==> src/rtl/rpn_pkg.sv <==
// Shared types and constants for the RPN stack calculator.
`default_nettype none
package rpn_pkg;
    localparam int StackDepth = 128;
    localparam int FracBits = 16;
    localparam int AddrW = $clog2(StackDepth);
    localparam int CntW = $clog2(StackDepth + 1);
    localparam int DepthW = 8;
    localparam int QueueDepth = 2;
    localparam int DivW = 32 + FracBits;

    typedef enum logic [3:0] {
        OP_PUSH = 4'd0, OP_ADD = 4'd1, OP_SUB = 4'd2, OP_MUL = 4'd3,
        OP_DIV = 4'd4, OP_MOD = 4'd5, OP_POP_SHOW = 4'd6, OP_SWAP = 4'd7,
        OP_PEEK = 4'd8, OP_CLEAR = 4'd9, OP_DUP = 4'd10, OP_UNKNOWN = 4'd11
    } t_op;

    typedef struct packed {
        t_op         op;
        logic [30:0] value;
    } t_cmd;

    typedef struct packed {
        logic [3:0]  operation;
        logic [30:0] value;
    } t_in;

    typedef struct packed {
        logic signed [31:0] shown_value;
        logic               shown_valid;
        logic [1:0]         underflow_count;
        logic               stack_full_error;
        logic               zero_divisor_error;
        logic               unknown_command_error;
        logic [7:0]         depth;
    } t_out;

    typedef enum logic [3:0] {
        ST_IDLE, ST_RD_B, ST_WAIT_B, ST_RD_A, ST_WAIT_A, ST_MUL, ST_DIV,
        ST_FIX, ST_PUSH1, ST_PUSH2, ST_DONE
    } t_state;
endpackage
`default_nettype wire

==> src/rtl/rpn_front.sv <==
// Front end: classifies tokens and queues them for the executor.
`default_nettype none
module rpn_front (
    input  wire logic           i_clk,
    input  wire logic           i_rst_n,
    input  wire logic           i_in_valid,
    output logic                o_in_ready,
    input  wire rpn_pkg::t_in   i_in,
    output logic                o_cmd_valid,
    input  wire logic           i_cmd_ready,
    output rpn_pkg::t_cmd       o_cmd
);
    import rpn_pkg::*;
    t_cmd r_q [QueueDepth];
    logic r_wp, r_rp;
    logic [1:0] r_cnt;
    t_cmd w_cls;
    logic w_push, w_pop;

    always_comb begin
        w_cls.value = i_in.value;
        if (i_in.operation > 4'(OP_DUP)) begin
            w_cls.op = OP_UNKNOWN;
        end else begin
            w_cls.op = t_op'(i_in.operation);
        end
    end

    assign o_in_ready  = (r_cnt != 2'd2);
    assign o_cmd_valid = (r_cnt != 2'd0);
    assign o_cmd       = r_q[r_rp];
    assign w_push      = i_in_valid && o_in_ready;
    assign w_pop       = o_cmd_valid && i_cmd_ready;

    always_ff @(posedge i_clk) begin
        if (w_push) begin
            r_q[r_wp] <= w_cls;
        end
        if (!i_rst_n) begin
            r_wp <= 1'b0;
            r_rp <= 1'b0;
            r_cnt <= 2'd0;
        end else begin
            if (w_push) r_wp <= ~r_wp;
            if (w_pop) r_rp <= ~r_rp;
            r_cnt <= r_cnt + 2'(w_push) - 2'(w_pop);
        end
    end

    a_cnt: assert property (@(posedge i_clk) disable iff (!i_rst_n) r_cnt <= 2'd2)
        else $error("queue overfilled");
    a_full: assert property (@(posedge i_clk) disable iff (!i_rst_n)
        (r_cnt == 2'd2 && !w_pop) |=> r_cnt == 2'd2) else $error("queue lost entry");
    a_empty: assert property (@(posedge i_clk) disable iff (!i_rst_n)
        (r_cnt == 2'd0) |-> !o_cmd_valid) else $error("empty queue valid");
endmodule
`default_nettype wire

==> config.mk <==
export PLATFORM = sky130hd
export DESIGN_NAME = rpn_front
export DESIGN_NICKNAME = d
export VERILOG_FILES = /design/src/rtl/rpn_pkg.sv /design/src/rtl/rpn_front.sv
export SDC_FILE = /design/constraint.sdc
export NUM_CORES = 1
export LEC_CHECK = 0
export ABC_AREA = 1
export BUFFER_PORTS_ARGS = -buffer_cell sky130_fd_sc_hd__buf_2
export CAP_MARGIN = 15
export CORE_UTILIZATION = 35
export DETAILED_ROUTE_END_ITERATION = 10
export GPL_TIMING_DRIVEN = 1
export SYNTH_ARGS = -nofsm -noshare
export SYNTH_HDL_FRONTEND = slang
export SYNTH_SLANG_ARGS = --single-unit
==> constraint.sdc <==
create_clock -name i_clk -period 2.8 [get_ports i_clk]
set_clock_uncertainty 0.2 [all_clocks]
set_input_delay 0.28 -clock i_clk [delete_from_list [all_inputs] [get_ports i_clk]]
set_output_delay 0.28 -clock i_clk [all_outputs]
set_load 0.05 [all_outputs]
Yosys cells after proc, flatten, opt, wreduce, memory -nomap -nowiden
Memory sizes are Yosys's and may differ from the RTL's. A register that Yosys moved wholly into a read port is not among the register bits. Cells that the tools add are included.

$add $sub $neg: 2. Equality and inequality tests: 1. Order comparisons: 1. Reduce and logical (&&, ||, !) cells: 3. Bitwise logic cells: 2. Muxes and demuxes: 5.

Operator list (count): > comparator 4 bit (second input constant) (1); two-way mux 1 bit (4); two-way mux 4 bit (1); adder 2 x 1 -> 2 bit (1); logical AND 1 bit (2); inequality test 2 bit (second input constant) (1); NOT 1 bit (2); nonzero test 2 bit (1); subtractor 2 x 1 -> 2 bit (1).

Bits in writable memories: 70. Bits of input ports: 39. Flip-flop bits (word level): 4. Memories kept: 1. Output and inout port bits: 37.

Memories: r_q (words 2, bits a word 35, rd ports 1, clocked after memory_dff 1, wr ports 1, line rpn_front.sv:14) `t_cmd r_q [QueueDepth];`.

Depth between registers and ports, before layout
Depth in word-level cells: 4. Mapped depth: 11.

Least setup slack after synthesis
Ideal clock, no wire load.

Path kind: register to register. Start: register r_cnt[0]. End: memory r_q[0][0] in the netlist's numbering, enable pin. Buffers on the path: 0. Stages on the path, launching flop included: 5. Setup time: 0.427 ns. Arrival time: 2.411 ns. Setup slack: -0.239 ns. Required time: 2.173 ns. Cells stage by stage: dfxtp_1 inv_1 nand2_1 nand2_1 nor2_1.

Longest elaborated chain between the ends: 4.

RTL lines: start, declared (line rpn_front.sv:16) `logic [1:0] r_cnt;`; start signal, assigned (line rpn_front.sv:46) `r_cnt <= r_cnt + 2'(w_push) - 2'(w_pop);`; inequality test 2 bit (line rpn_front.sv:29) `assign o_in_ready = (r_cnt != 2'd2);`; via o_in_ready (line rpn_front.sv:7) `output logic o_in_ready,`; logical AND 1 bit (line rpn_front.sv:32) `assign w_push = i_in_valid && o_in_ready;`; two-way mux 1 bit (line rpn_front.sv:36) `if (w_push) begin`; two-way mux 1 bit (implied by the code) (line rpn_front.sv:37) `r_q[r_wp] <= w_cls;`; end, declared (line rpn_front.sv:14).

The timed path passes the listed nets, and every way through them passes these cells.

==> results by group <==
Die
  • Die Width: 93.9 um
  • Die Ht: 93.9 um
  • Die area: 8820 um^2
  • Rows: 33
  • Number of top-level pins: 76
  • Floorplan core area: 8180 um^2
  • Initial Utilization: 36.1%

Critical path
  • RR Startpoint: r_cnt[0]
  • WP data required: 2.32 ns
  • Crit start category: flop
  • Crit path kind: reg -> out
  • Data arrival, critical path: 1.80 ns
  • Critical path fanouts, max: 17
  • CP Capture Type: primary output

GRT
  • Initial antenna violation count: 0
  • Vias in the first global route: 1,656
  • Total GRT Usage: 11.8%
  • Total grt overflow: 0
  • Largest net degree at the start of global routing: 28
  • First-pass GRT wire length: 7.55 mm

Layout
  • Nets: 313
  • Commonest non-fill, non-tap cell in the layout: buf_2
  • Share of layout cells above drive strength 1: 46.9%
  • Layout area overhead: 34.5%
  • Fillcell total: 708
  • Commonest non-fill, non-tap cells in the layout: buf_2, edfxtp_1, dlygate4sd3_1, mux2_4, nand2_1
  • Design area: 3970 um^2
  • Antenna fix cells: 0

Clock network
  • Num CTS Buffers: 9
  • TritonCTS clock tree: done
  • Root buf cell: clkbuf_8
  • CTS H-tree lvls: 3
  • Post-cts repair resize count: 0
  • # clock sinks: 75
  • Clk slew on worst S/H paths: 0.08 ns
  • Clock buffer depth: 2
  • Worst-skew pair later-pin latency: 0.33 ns

Pwr
  • VDD IR-drop max: 0.527 mV
  • Leak: 0.00160 uW
  • Pwr dens: 922 nW/um^2

STA
  • Crit path time final: 2.28 ns
  • Fmax: 0.438 GHz
  • Slew margin rel.: 63.1%
  • Endpoints failing hold: 0
  • Final max-slew violation count: 0
  • RSZ-0062 raised after global routing: no
  • Worst slew pin tran: 0.553 ns
  • Period utilization: 81.5%
  • PnR worst setup slack: 0.519 ns
  • Final TNS setup: 0 ns
  • Final Setup Violations: 0
  • Hold WS: 0.0381 ns

Routing
  • Residual DRC: 0
  • Antenna-violating nets left: 0
  • 1st-iter DRT viols: 39
  • TritonRoute pass-1 iters: 4
  • Post-DR wirelength/cell: 13.1 um
  • Routed WL: 4.99 mm
  • Via Count: 1,634
  • Via density: 4.28

Placed design
  • Placed standard-cell area: 3450 um^2
  • GP Congestion: 0.741
  • Port Buf Inserts: 75
  • DP HPWL: 3.29 mm
  • DP Worst Slack: 0.819 ns

Synth
  • Sequential cell area fraction in the yosys report: 74.5%
  • Mapped Cells: 154
  • Post-Syn Area per Cell: 19.2 um^2
  • Synth area leader: edfxtp_1
  • Syn_nets: 195
  • Synth unique cells: 14
  • Mapped cell area: 2960 um^2
  • Synth top area share: 71.1%
  • Leading post-synthesis cells by cell area: edfxtp_1, mux2_4, dfxtp_1
  • FF+latch count, synth: 75
  • Ys Warns: 0

Status
  • Outcome: finished clean

Worst hold path
  • Hold path startpoint: i_in[31]
  • Hold WC Path Type: in -> reg

Run
  • Max_cap viols: 0
-- cell families after synthesis --
kind of cell    after synthesis  synth area share (%)
fa+ha+maj                     2                 0.847
mux                          35                  17.1
buf+inv                      15                  3.81
simple gates                 24                  3.17
compound gates                3                 0.508
flops                        75                  74.5
-- area by class of cell --
| class | instances | area, um^2 | share of cell area, % |
|---|---|---|---|
| clock buffer | 10 | 128 | 3.21 |
| clock inverter | 6 | 65.1 | 1.64 |
| inverter | 10 | 37.5 | 0.945 |
| multi-input combinational | 64 | 648 | 16.3 |
| sequential | 75 | 2200 | 55.4 |
| tap | 105 | 131 | 3.31 |
| timing repair buffer | 112 | 761 | 19.1 |
-- per-layer routing --
layer	routed length, um	track usage, %	vias to the layer above
met5	0	0	-
met4	99	6.28	0
met1	2200	12.9	768
met2	2430	20.3	55
li1	-	-	802
met3	258	3.48	9
-- critical path, cell delays in order (launching register included) --
cell	delay, ns
dfxtp_2	0.65
buf_12	0.24
mux2_2	0.36
buf_2	0.21
-- report_power, final --
group	internal [uW]	switching, uW
Combinational	460	906
Sequential	1420	82.7
Clock	412	383
Total	2290	1370
-- synth_stat cells --
cell type and n:
a21oi_1 2, buf_12 3, buf_6 1, clkbuf_1 1, dfxtp_1 5, edfxtp_1 70, ha_1 2, inv_1 10
mux2_2 5, mux2_4 30, nand2_1 12, nand3_1 3, nor2_1 9, o21ai_0 1
-- metrics by stage --
stage               util, %  cells  total power, uW
floorplan                 -    154             2640
global placement       42.2    333             2860
detailed placement     42.2    333             2870
CTS                    48.6    382             3710
global route           48.6    382             3830
finish                 48.6    382             3660
-- sequential cells by signal, summed over array words and instances, names as in the netlist, named ones only --
signal	flops
r_rp	1
r_cnt	2
r_q	70
r_wp	1
-- worst paths after layout --
kind,slack (ns),cells after the start,end
hold reg to reg,0.32,2,r_rp
hold / removal,0.04,3,r_q[0][31]
setup / recovery,0.52,3,o_cmd[0]
setup reg to reg,0.83,5,r_q[0][7]
-- timing repair --
item	in CTS	in global routing
hold endpoints to repair	67	0
hold buffers	33	0
buffers inserted	0	0
Power figures use the tool's default switching activity.
